--- src/rtl/core/pspar_pkg.sv ---
// Shared types and constants for the particle sensor frame parser.
// No dependencies; every other file in rtl/core imports this package.
package pspar_pkg;

  // Default frame length in bytes, header and trailer included.
  localparam int PSPAR_FRAME_LEN = 32;

  // Header bytes and the sum of the two, which seeds the frame checksum.
  localparam logic [7:0]  PSPAR_HDR_FIRST  = 8'h42;
  localparam logic [7:0]  PSPAR_HDR_SECOND = 8'h4D;
  localparam logic [15:0] PSPAR_HDR_SUM    = 16'h008F;

  // Frame byte positions of the three readings (big-endian pairs).
  localparam int PSPAR_PM_FIRST_IDX = 10;
  localparam int PSPAR_PM_LAST_IDX  = 15;
  localparam int PSPAR_BODY_START   = 2;

  typedef enum logic {
    ACT_BYTE    = 1'b0,
    ACT_TIMEOUT = 1'b1
  } pspar_action_t;

  typedef enum logic [1:0] {
    ST_OK        = 2'd0,
    ST_CSUM_ERR  = 2'd1,
    ST_TIMEOUT   = 2'd2,
    ST_NO_HEADER = 2'd3
  } pspar_status_t;

  typedef enum logic [1:0] {
    PH_HUNT  = 2'd0,
    PH_GOT42 = 2'd1,
    PH_BODY  = 2'd2
  } pspar_phase_t;

  // Result of processing one word, from the parser core to the top level.
  typedef struct packed {
    logic          has_result;
    pspar_status_t status;
    logic [15:0]   pm1_value;
    logic [15:0]   pm25_value;
    logic [15:0]   pm10_value;
  } pspar_result_t;

endpackage

--- src/rtl/core/pspar_in_if.sv ---
// Input channel: one received byte or a receive timeout per word.
// Depends on pspar_pkg.
interface pspar_in_if
  import pspar_pkg::*;
  ();
  logic          valid;
  logic          ready;
  pspar_action_t action;
  logic [7:0]    rx_byte;

  modport source (output valid, output action, output rx_byte, input ready);
  modport sink   (input valid, input action, input rx_byte, output ready);
endinterface

--- src/rtl/core/pspar_out_if.sv ---
// Result channel: status and the three readings per word.
// Depends on pspar_pkg.
interface pspar_out_if
  import pspar_pkg::*;
  ();
  logic          valid;
  logic          ready;
  pspar_status_t status;
  logic [15:0]   pm1_value;
  logic [15:0]   pm25_value;
  logic [15:0]   pm10_value;

  modport source (output valid, output status, output pm1_value, output pm25_value,
                  output pm10_value, input ready);
  modport sink   (input valid, input status, input pm1_value, input pm25_value,
                  input pm10_value, output ready);
endinterface

--- src/rtl/core/pspar_core.sv ---
// Parser state and per-word next-state logic: header hunt, body collection, checksum.
// Depends on pspar_pkg.
module pspar_core
  import pspar_pkg::*;
#(
  parameter int FRAME_LEN = PSPAR_FRAME_LEN
) (
  input  logic          clk,
  input  logic          rst_n,
  input  logic          en,
  input  pspar_action_t action,
  input  logic [7:0]    rx_byte,
  output pspar_result_t res
);

  localparam int IDX_W = $clog2(FRAME_LEN);
  localparam int HC_W  = $clog2(2 * FRAME_LEN + 1);
  localparam logic [IDX_W-1:0] IDX_TRAIL_HI = IDX_W'(FRAME_LEN - 2);
  localparam logic [IDX_W-1:0] IDX_PM_FIRST = IDX_W'(PSPAR_PM_FIRST_IDX);
  localparam logic [IDX_W-1:0] IDX_PM_LAST  = IDX_W'(PSPAR_PM_LAST_IDX);
  localparam logic [IDX_W-1:0] IDX_START    = IDX_W'(PSPAR_BODY_START);
  localparam logic [HC_W-1:0]  HUNT_LIMIT   = HC_W'(2 * FRAME_LEN);

  pspar_phase_t     phase_r, phase_nxt;
  logic [IDX_W-1:0] idx_r, idx_nxt;
  logic [HC_W-1:0]  hc_r, hc_nxt;
  logic [15:0]      sum_r, sum_nxt;
  logic [7:0]       trl_hi_r, trl_hi_nxt;
  logic [15:0]      pm_r   [3];
  logic [15:0]      pm_nxt [3];

  logic [HC_W-1:0]  hc_inc;
  logic [IDX_W-1:0] pm_off;
  logic [1:0]       pm_sel;

  assign hc_inc = hc_r + HC_W'(1);
  assign pm_off = idx_r - IDX_PM_FIRST;
  assign pm_sel = pm_off[2:1];

  always_comb begin
    phase_nxt  = phase_r;
    idx_nxt    = idx_r;
    hc_nxt     = hc_r;
    sum_nxt    = sum_r;
    trl_hi_nxt = trl_hi_r;
    pm_nxt     = pm_r;
    res        = '{has_result: 1'b0, status: ST_OK, default: '0};

    if (en) begin
      case (phase_r)
        PH_BODY: begin
          if (action == ACT_TIMEOUT) begin
            phase_nxt      = PH_HUNT;
            hc_nxt         = '0;
            idx_nxt        = '0;
            sum_nxt        = '0;
            res.has_result = 1'b1;
            res.status     = ST_TIMEOUT;
          end else if (idx_r < IDX_TRAIL_HI) begin
            sum_nxt = sum_r + {8'd0, rx_byte};
            if (idx_r >= IDX_PM_FIRST && idx_r <= IDX_PM_LAST) begin
              pm_nxt[pm_sel] = {pm_r[pm_sel][7:0], rx_byte};
            end
            idx_nxt = idx_r + IDX_W'(1);
          end else if (idx_r == IDX_TRAIL_HI) begin
            trl_hi_nxt = rx_byte;
            idx_nxt    = idx_r + IDX_W'(1);
          end else begin
            // Last trailer byte: close the frame and check the sum.
            phase_nxt      = PH_HUNT;
            hc_nxt         = '0;
            idx_nxt        = '0;
            sum_nxt        = '0;
            res.has_result = 1'b1;
            if ({trl_hi_r, rx_byte} == sum_r) begin
              res.status     = ST_OK;
              res.pm1_value  = pm_r[0];
              res.pm25_value = pm_r[1];
              res.pm10_value = pm_r[2];
            end else begin
              res.status = ST_CSUM_ERR;
            end
          end
        end
        default: begin
          if (action == ACT_TIMEOUT) begin
            if (phase_r == PH_GOT42) begin
              // Drop the lone header byte; keep the hunt count.
              phase_nxt = PH_HUNT;
            end else begin
              phase_nxt      = PH_HUNT;
              hc_nxt         = '0;
              idx_nxt        = '0;
              sum_nxt        = '0;
              res.has_result = 1'b1;
              res.status     = ST_TIMEOUT;
            end
          end else if (phase_r == PH_GOT42 && rx_byte == PSPAR_HDR_SECOND) begin
            phase_nxt = PH_BODY;
            hc_nxt    = '0;
            idx_nxt   = IDX_START;
            sum_nxt   = PSPAR_HDR_SUM;
          end else begin
            hc_nxt    = hc_inc;
            phase_nxt = (rx_byte == PSPAR_HDR_FIRST) ? PH_GOT42 : PH_HUNT;
            if (hc_inc >= HUNT_LIMIT) begin
              phase_nxt      = PH_HUNT;
              hc_nxt         = '0;
              idx_nxt        = '0;
              sum_nxt        = '0;
              res.has_result = 1'b1;
              res.status     = ST_NO_HEADER;
            end
          end
        end
      endcase
    end
  end

  always_ff @(posedge clk) begin
    if (!rst_n) begin
      phase_r  <= PH_HUNT;
      idx_r    <= '0;
      hc_r     <= '0;
      sum_r    <= '0;
      trl_hi_r <= '0;
      for (int i = 0; i < 3; i++) begin
        pm_r[i] <= '0;
      end
    end else begin
      phase_r  <= phase_nxt;
      idx_r    <= idx_nxt;
      hc_r     <= hc_nxt;
      sum_r    <= sum_nxt;
      trl_hi_r <= trl_hi_nxt;
      pm_r     <= pm_nxt;
    end
  end

endmodule

--- src/rtl/core/particle_sensor_frame_parser.sv ---
// An accepted word passes from the input register through the parser core into the result register.
// Throughput: one word per cycle, sustained; the input register, the parser core
// and the result register each advance every cycle unless the result sink stalls.
// Reset (rst_n low, synchronous): return to the header hunt with count, index, sum,
// trailer and captured readings cleared, and empty both registers.
// Depends on pspar_pkg, pspar_in_if, pspar_out_if and pspar_core.
module particle_sensor_frame_parser
  import pspar_pkg::*;
#(
  parameter int FRAME_LEN = PSPAR_FRAME_LEN
) (
  input  logic        clk,
  input  logic        rst_n,
  pspar_in_if.sink    in_chan,
  pspar_out_if.source out_chan
);

  // Input register: holds one word until the core may consume it.
  logic          stg_valid_r;
  pspar_action_t stg_action_r;
  logic [7:0]    stg_byte_r;

  // Result register.
  logic          out_valid_r;
  pspar_status_t out_status_r;
  logic [15:0]   out_pm1_r;
  logic [15:0]   out_pm25_r;
  logic [15:0]   out_pm10_r;

  logic          advance;    // result register may take a new value
  logic          consume;    // core consumes the staged word this cycle
  logic          in_fire;
  pspar_result_t core_res;

  // The result register frees up when empty or when its word is taken, so the
  // staged word can move on while the sink drains the previous result.
  assign advance       = !out_valid_r || out_chan.ready;
  assign consume       = stg_valid_r && advance;
  assign in_chan.ready = !stg_valid_r || advance;
  assign in_fire       = in_chan.valid && in_chan.ready;

  always_ff @(posedge clk) begin
    if (!rst_n) begin
      stg_valid_r <= 1'b0;
    end else if (in_fire) begin
      stg_valid_r <= 1'b1;
    end else if (consume) begin
      stg_valid_r <= 1'b0;
    end
  end

  always_ff @(posedge clk) begin
    if (in_fire) begin
      stg_action_r <= in_chan.action;
      stg_byte_r   <= in_chan.rx_byte;
    end
  end

  // Parser state advances only when the staged word is consumed.
  pspar_core #(
    .FRAME_LEN (FRAME_LEN)
  ) u_core (
    .clk     (clk),
    .rst_n   (rst_n),
    .en      (consume),
    .action  (stg_action_r),
    .rx_byte (stg_byte_r),
    .res     (core_res)
  );

  // Load the result register only for words that produce a result; most bytes
  // just advance the parser and leave the output empty.
  always_ff @(posedge clk) begin
    if (!rst_n) begin
      out_valid_r <= 1'b0;
    end else if (advance) begin
      out_valid_r <= consume && core_res.has_result;
    end
  end

  always_ff @(posedge clk) begin
    if (consume && core_res.has_result && advance) begin
      out_status_r <= core_res.status;
      out_pm1_r    <= core_res.pm1_value;
      out_pm25_r   <= core_res.pm25_value;
      out_pm10_r   <= core_res.pm10_value;
    end
  end

  assign out_chan.valid      = out_valid_r;
  assign out_chan.status     = out_status_r;
  assign out_chan.pm1_value  = out_pm1_r;
  assign out_chan.pm25_value = out_pm25_r;
  assign out_chan.pm10_value = out_pm10_r;

endmodule

--- src/flat_wrapper.sv ---
// flat-port wrapper written by rule: the top's interface ports become plain ports
module particle_sensor_frame_parser_flat import pspar_pkg::*;
#(
  parameter int FRAME_LEN = PSPAR_FRAME_LEN
)
  (clk, rst_n, in_chan_valid, in_chan_action, in_chan_rx_byte, in_chan_ready, out_chan_valid, out_chan_status, out_chan_pm1_value, out_chan_pm25_value, out_chan_pm10_value, out_chan_ready);
  pspar_in_if in_chan_i ();
  pspar_out_if out_chan_i ();
  input  logic clk;
  input  logic rst_n;
  input wire logic [$bits(in_chan_i.valid)-1:0] in_chan_valid;
  input wire logic [$bits(in_chan_i.action)-1:0] in_chan_action;
  input wire logic [$bits(in_chan_i.rx_byte)-1:0] in_chan_rx_byte;
  output wire logic [$bits(in_chan_i.ready)-1:0] in_chan_ready;
  output wire logic [$bits(out_chan_i.valid)-1:0] out_chan_valid;
  output wire logic [$bits(out_chan_i.status)-1:0] out_chan_status;
  output wire logic [$bits(out_chan_i.pm1_value)-1:0] out_chan_pm1_value;
  output wire logic [$bits(out_chan_i.pm25_value)-1:0] out_chan_pm25_value;
  output wire logic [$bits(out_chan_i.pm10_value)-1:0] out_chan_pm10_value;
  input wire logic [$bits(out_chan_i.ready)-1:0] out_chan_ready;
  assign in_chan_i.valid = in_chan_valid;
  assign in_chan_i.action = in_chan_action;
  assign in_chan_i.rx_byte = in_chan_rx_byte;
  assign in_chan_ready = in_chan_i.ready;
  assign out_chan_valid = out_chan_i.valid;
  assign out_chan_status = out_chan_i.status;
  assign out_chan_pm1_value = out_chan_i.pm1_value;
  assign out_chan_pm25_value = out_chan_i.pm25_value;
  assign out_chan_pm10_value = out_chan_i.pm10_value;
  assign out_chan_i.ready = out_chan_ready;
  particle_sensor_frame_parser #(.FRAME_LEN(FRAME_LEN)) u_core (.clk(clk), .rst_n(rst_n), .in_chan(in_chan_i), .out_chan(out_chan_i));
endmodule
--- config.mk ---
export PLATFORM = sky130hd
export DESIGN_NAME = particle_sensor_frame_parser_flat
export DESIGN_NICKNAME = d
export VERILOG_FILES = /design/src/rtl/core/pspar_pkg.sv /design/src/rtl/core/pspar_in_if.sv /design/src/rtl/core/pspar_out_if.sv /design/src/rtl/core/pspar_core.sv /design/src/rtl/core/particle_sensor_frame_parser.sv /design/src/flat_wrapper.sv
export SDC_FILE = /design/constraint.sdc
export NUM_CORES = 1
export LEC_CHECK = 0
export BUFFER_PORTS_ARGS = -buffer_cell sky130_fd_sc_hd__clkbuf_2
export CORE_AREA = 2 2 141 143
export CTS_CLUSTER_SIZE = 25
export DETAILED_ROUTE_END_ITERATION = 12
export DIE_AREA = 0 0 143 145
export RECOVER_POWER = 25
export SLEW_MARGIN = 20
export SYNTH_ARGS = -nofsm -noshare
export SYNTH_HDL_FRONTEND = slang
export SYNTH_HIERARCHICAL = 1
export SYNTH_SLANG_ARGS = --single-unit
--- constraint.sdc ---
create_clock -name clk -period 5.63 [get_ports clk]
set_clock_uncertainty 0.1 [all_clocks]
set_input_delay 1.126 -clock clk [delete_from_list [all_inputs] [get_ports clk]]
set_output_delay 1.126 -clock clk [all_outputs]
set_load 0.02 [all_outputs]
==> summary.txt <==
Placement
  • Place WS: between 2 and 2.5 ns
  • Post-DP HPWL: about 9.5 mm
  • Placed cell areas: 0.00692 sq mm
  • Port Buffers: 64
  • Gpl congestion: between 0.8 and 0.9

Logic synthesis
  • Register area share after synthesis: between 50% and 60%
  • Yosys cell types: between 50 and 60
  • EDFF count, synth: approximately 60
  • Post-synth top flop: dfxtp_1
  • #FFs+latches synth: around 150
  • Mapped Nets: approximately 650
  • Post-synth ARST share: 0%
  • Post-Syn Instances: slightly above 600
  • Syn Area/Cell: between 10 and 15 sq um
  • Cell area after synthesis: 0.00639 sq mm
  • Yosys Warn Count: 6

Routing
  • Top sig layer: met4
  • Final wirelength: approximately 14 mm
  • DR WL met2: roughly 6.6 mm
  • DRC violations left: 0
  • Initial DRT Pass Iterations: 4
  • Vias per inst: around 4.7
  • DR iter-0 viols: ~230
  • M1 WL: roughly 6.5 mm
  • Post-route ant nets: 0
  • Routed len/inst: between 10 and 15 um
  • Vias: 4,490
  • WL met3: 592 um

GRT
  • Number of global-route vias before repair: around 4,300
  • Tot GR Track Use: roughly 14%
  • Global-route wire length before repair: approximately 23 mm
  • GR Overflow Total: 0
  • Antenna violations before repair: 0
  • Largest net degree at the start of global routing: 51

Min path
  • Hold WC Path Type: reg2reg
  • Hold Path Stages: 2
  • Worst hold start: u_core/u_core/pm_r[22]$_SDFFE_PN0P_

Clock tree
  • TritonCTS Buffers: 17
  • Clock transition at path regs: around 0.06 ns
  • CTS tree: done
  • CTS resizes: 0
  • Clk Latency, worst-skew pair: approximately 0.43 ns
  • CTS sink count: 147
  • CTS Hold Buffers Added: 0
  • H-tree depth: 4
  • Longest Clk Path Bufs: 2
  • Root Buffer: clkbuf_16
  • Post-CTS setup buffer count: 0

Pwr
  • Flop pwr share: 48.0%
  • Power after layout: around 2.4 mW
  • Switching Power: 0.517 mW
  • Gate power share: between 2 and 3%
  • Sw Share: between 20% and 30%
  • Clk network pwr share: slightly below 50%
  • P per Cell Area: between 300 and 400 mW/mm^2
  • Int Pwr: roughly 1.8 mW
  • Peak supply drop: 0.210 mV
  • Pleak: approximately 2.4 nW

Timing
  • Final worst-path cycle share: approximately 63%
  • Setup_tns: 0 ns
  • Final Hold Viols: 0
  • F_max: about 0.28 GHz
  • Final setup vio count: 0
  • Post-route setup slack: 2.09 ns
  • Minimum clock period: between 3 and 4 ns
  • Slew HR: about a third
  • Slew Viols, Final: 0
  • Actual slew at the worst max-slew pin: around 1 ns
  • RSZ-0062 raised after global routing: no

Cells and area
  • Cell area after layout: 0.00745 sq mm
  • # diodes: 0
  • Commonest cells after routing, fill and taps aside: dfxtp_1 (88), nand2_1 (77), nor2_1 (62)
  • Area grow syn2layout: 16.6%
  • Register area: about 0.0035 sq mm
  • Layout cells sized above 1: ~8.6%
  • Filler cells: approximately 1,900
  • Multi-input gate area: around 0.0027 sq mm
  • Nets: a little over 700
  • Commonest non-fill, non-tap cell in the layout: dfxtp_1

Worst setup path
  • CP required: 5.82 ns
  • Critical path class: reg2reg
  • Startpoint types: register
  • Reg2reg path depth: 7
  • Worst Setup End Kind: register
  • Worst path max stage delay: 0.74 ns
  • CP max FO: 27
  • CP cell instances: ha_1 -> nor4_1 -> nand4_1 -> nor4_1 -> and2_1 -> buf_4 -> and2_1
  • Critical path's slowest cell: and2_1
  • Crit path from: u_core/stg_byte_r[3]$_DFFE_PP_
  • Reg2Reg Launch Point: u_core/stg_byte_r[3]$_DFFE_PP_
  • Worst path arrival time: 3.72 ns

Floorplan
  • Die Height: 145 um
  • Die Width: approximately 140 um
  • Floorplan row count: between 50 and 60
  • Initial Util: between 30% and 40%
  • DIE AREA: 0.0207 sq mm
  • I/O pins: 65
  • Total core area: just under 0.02 sq mm

Status
  • Outcome: complete, no violations

Job
  • Max-cap violations: 0
-- metal layers --
layer | GRT usage (%) | vias up
met5 | 0 | -
met4 | 6.78 | 0
met3 | 3.17 | 18
met2 | 22.2 | 104
met1 | 18.7 | 2078
li1 | - | 2290
-- final cells by class --
cell class                 count  area share [%]
multi-input combinational    429            35.6
clock inverter                13            2.30
tap                          265            4.45
timing repair buffer          68            3.85
clock buffer                  19            5.81
sequential                   147            47.4
inverter                      11           0.554
-- path summary, 6_finish.rpt --
check	end	slack (ns)
worst max register to register	u_core/out_chan.pm1_value[7]$_DFFE_PP_	2.09
worst max-delay path	u_core/out_chan.pm1_value[7]$_DFFE_PP_	2.09
worst min register to register	u_core/u_core/pm_r[22]$_SDFFE_PN0P_	0.37
worst min-delay path	u_core/u_core/pm_r[22]$_SDFFE_PN0P_	0.37
-- stage by stage --
step	std cells	hold WS (ns)	util, %
after floorplan	615	0.344	-
final	952	0.369	38.8
after CTS	952	0.369	39.2
after global placement	920	0.357	36.0
after global routing	952	0.395	38.8
after detailed placement	920	0.359	36.0
-- critical path, delay by kind of cell (launching register included) --
family / cells / cell delay, ns
buffers and inverters: 1 / 0.34
AND/OR/NAND/NOR: 5 / 1.96
adder cells (fa/ha/maj): 1 / 0.44
flip-flops: 1 / 0.56
-- power by group through the flow --
stage | registers [mW] | logic [mW] | clock network [mW]
2_1_floorplan | 1.15 | 0.0345 | 0
3_3_place_gp | 1.15 | 0.0627 | 0
3_5_place_dp | 1.15 | 0.0628 | 0
4_1_cts | 1.13 | 0.0631 | 1.19
5_1_grt | 1.13 | 0.0664 | 1.24
6_report | 1.13 | 0.0598 | 1.17
-- cell families (layout without fill, tap and decap cells) --
group                      after synthesis  count (layout)  share of synthesized area (%)
muxes                                   19              19                           2.98
and+or+nand+nor                        249             249                           19.5
buffers and inverters                   39             111                           3.09
AOI/OAI and AO/OA                      120             120                           12.2
xor gates and xnor gates                24              24                           3.41
DFF                                    147             147                           55.3
adders and majority gates               17              17                           3.45
-- registers in the layout, summed over array words and instances, names as in the netlist --
register and count:
u_core/u_core/pm_r 48, u_core/out_chan.pm10_value 16, u_core/out_chan.pm1_value 16, u_core/out_chan.pm25_value 16, u_core/u_core/sum_r 16, u_core/stg_byte_r 8
u_core/u_core/trl_hi_r 8, u_core/u_core/hc_r 7, u_core/u_core/idx_r 5, u_core/out_chan.status 2, u_core/u_core/phase_r 2, u_core/out_chan.valid 1
u_core/stg_action_r 1, u_core/stg_valid_r 1
-- Yosys cell counts (3+ instances only) --
cell type  instances  share of area (%)
xor2_1             9                1.2
a211oi_1          28                3.3
nor2_1            63                3.7
nor3_1             3               0.23
buf_4              7               0.82
nand3_1            8               0.63
nor4_1             4               0.39
a21o_1             3               0.35
a21oi_1           49                3.8
a22oi_1            4               0.47
edfxtp_1          59                 28
nor2b_1            5               0.49
dfxtp_1           88                 28
nand2_1           77                4.5
or3_1              8               0.78
buf_6              3               0.53
nand4_1            6               0.59
and2_1            55                5.4
ha_1              16                3.1
clkbuf_1          15               0.88
and3_1             6               0.59
inv_1              9               0.53
xnor2_1           14                1.9
mux2i_1           19                3.0
o21ai_0           10               0.78
(Power assumes the default switching activity.)
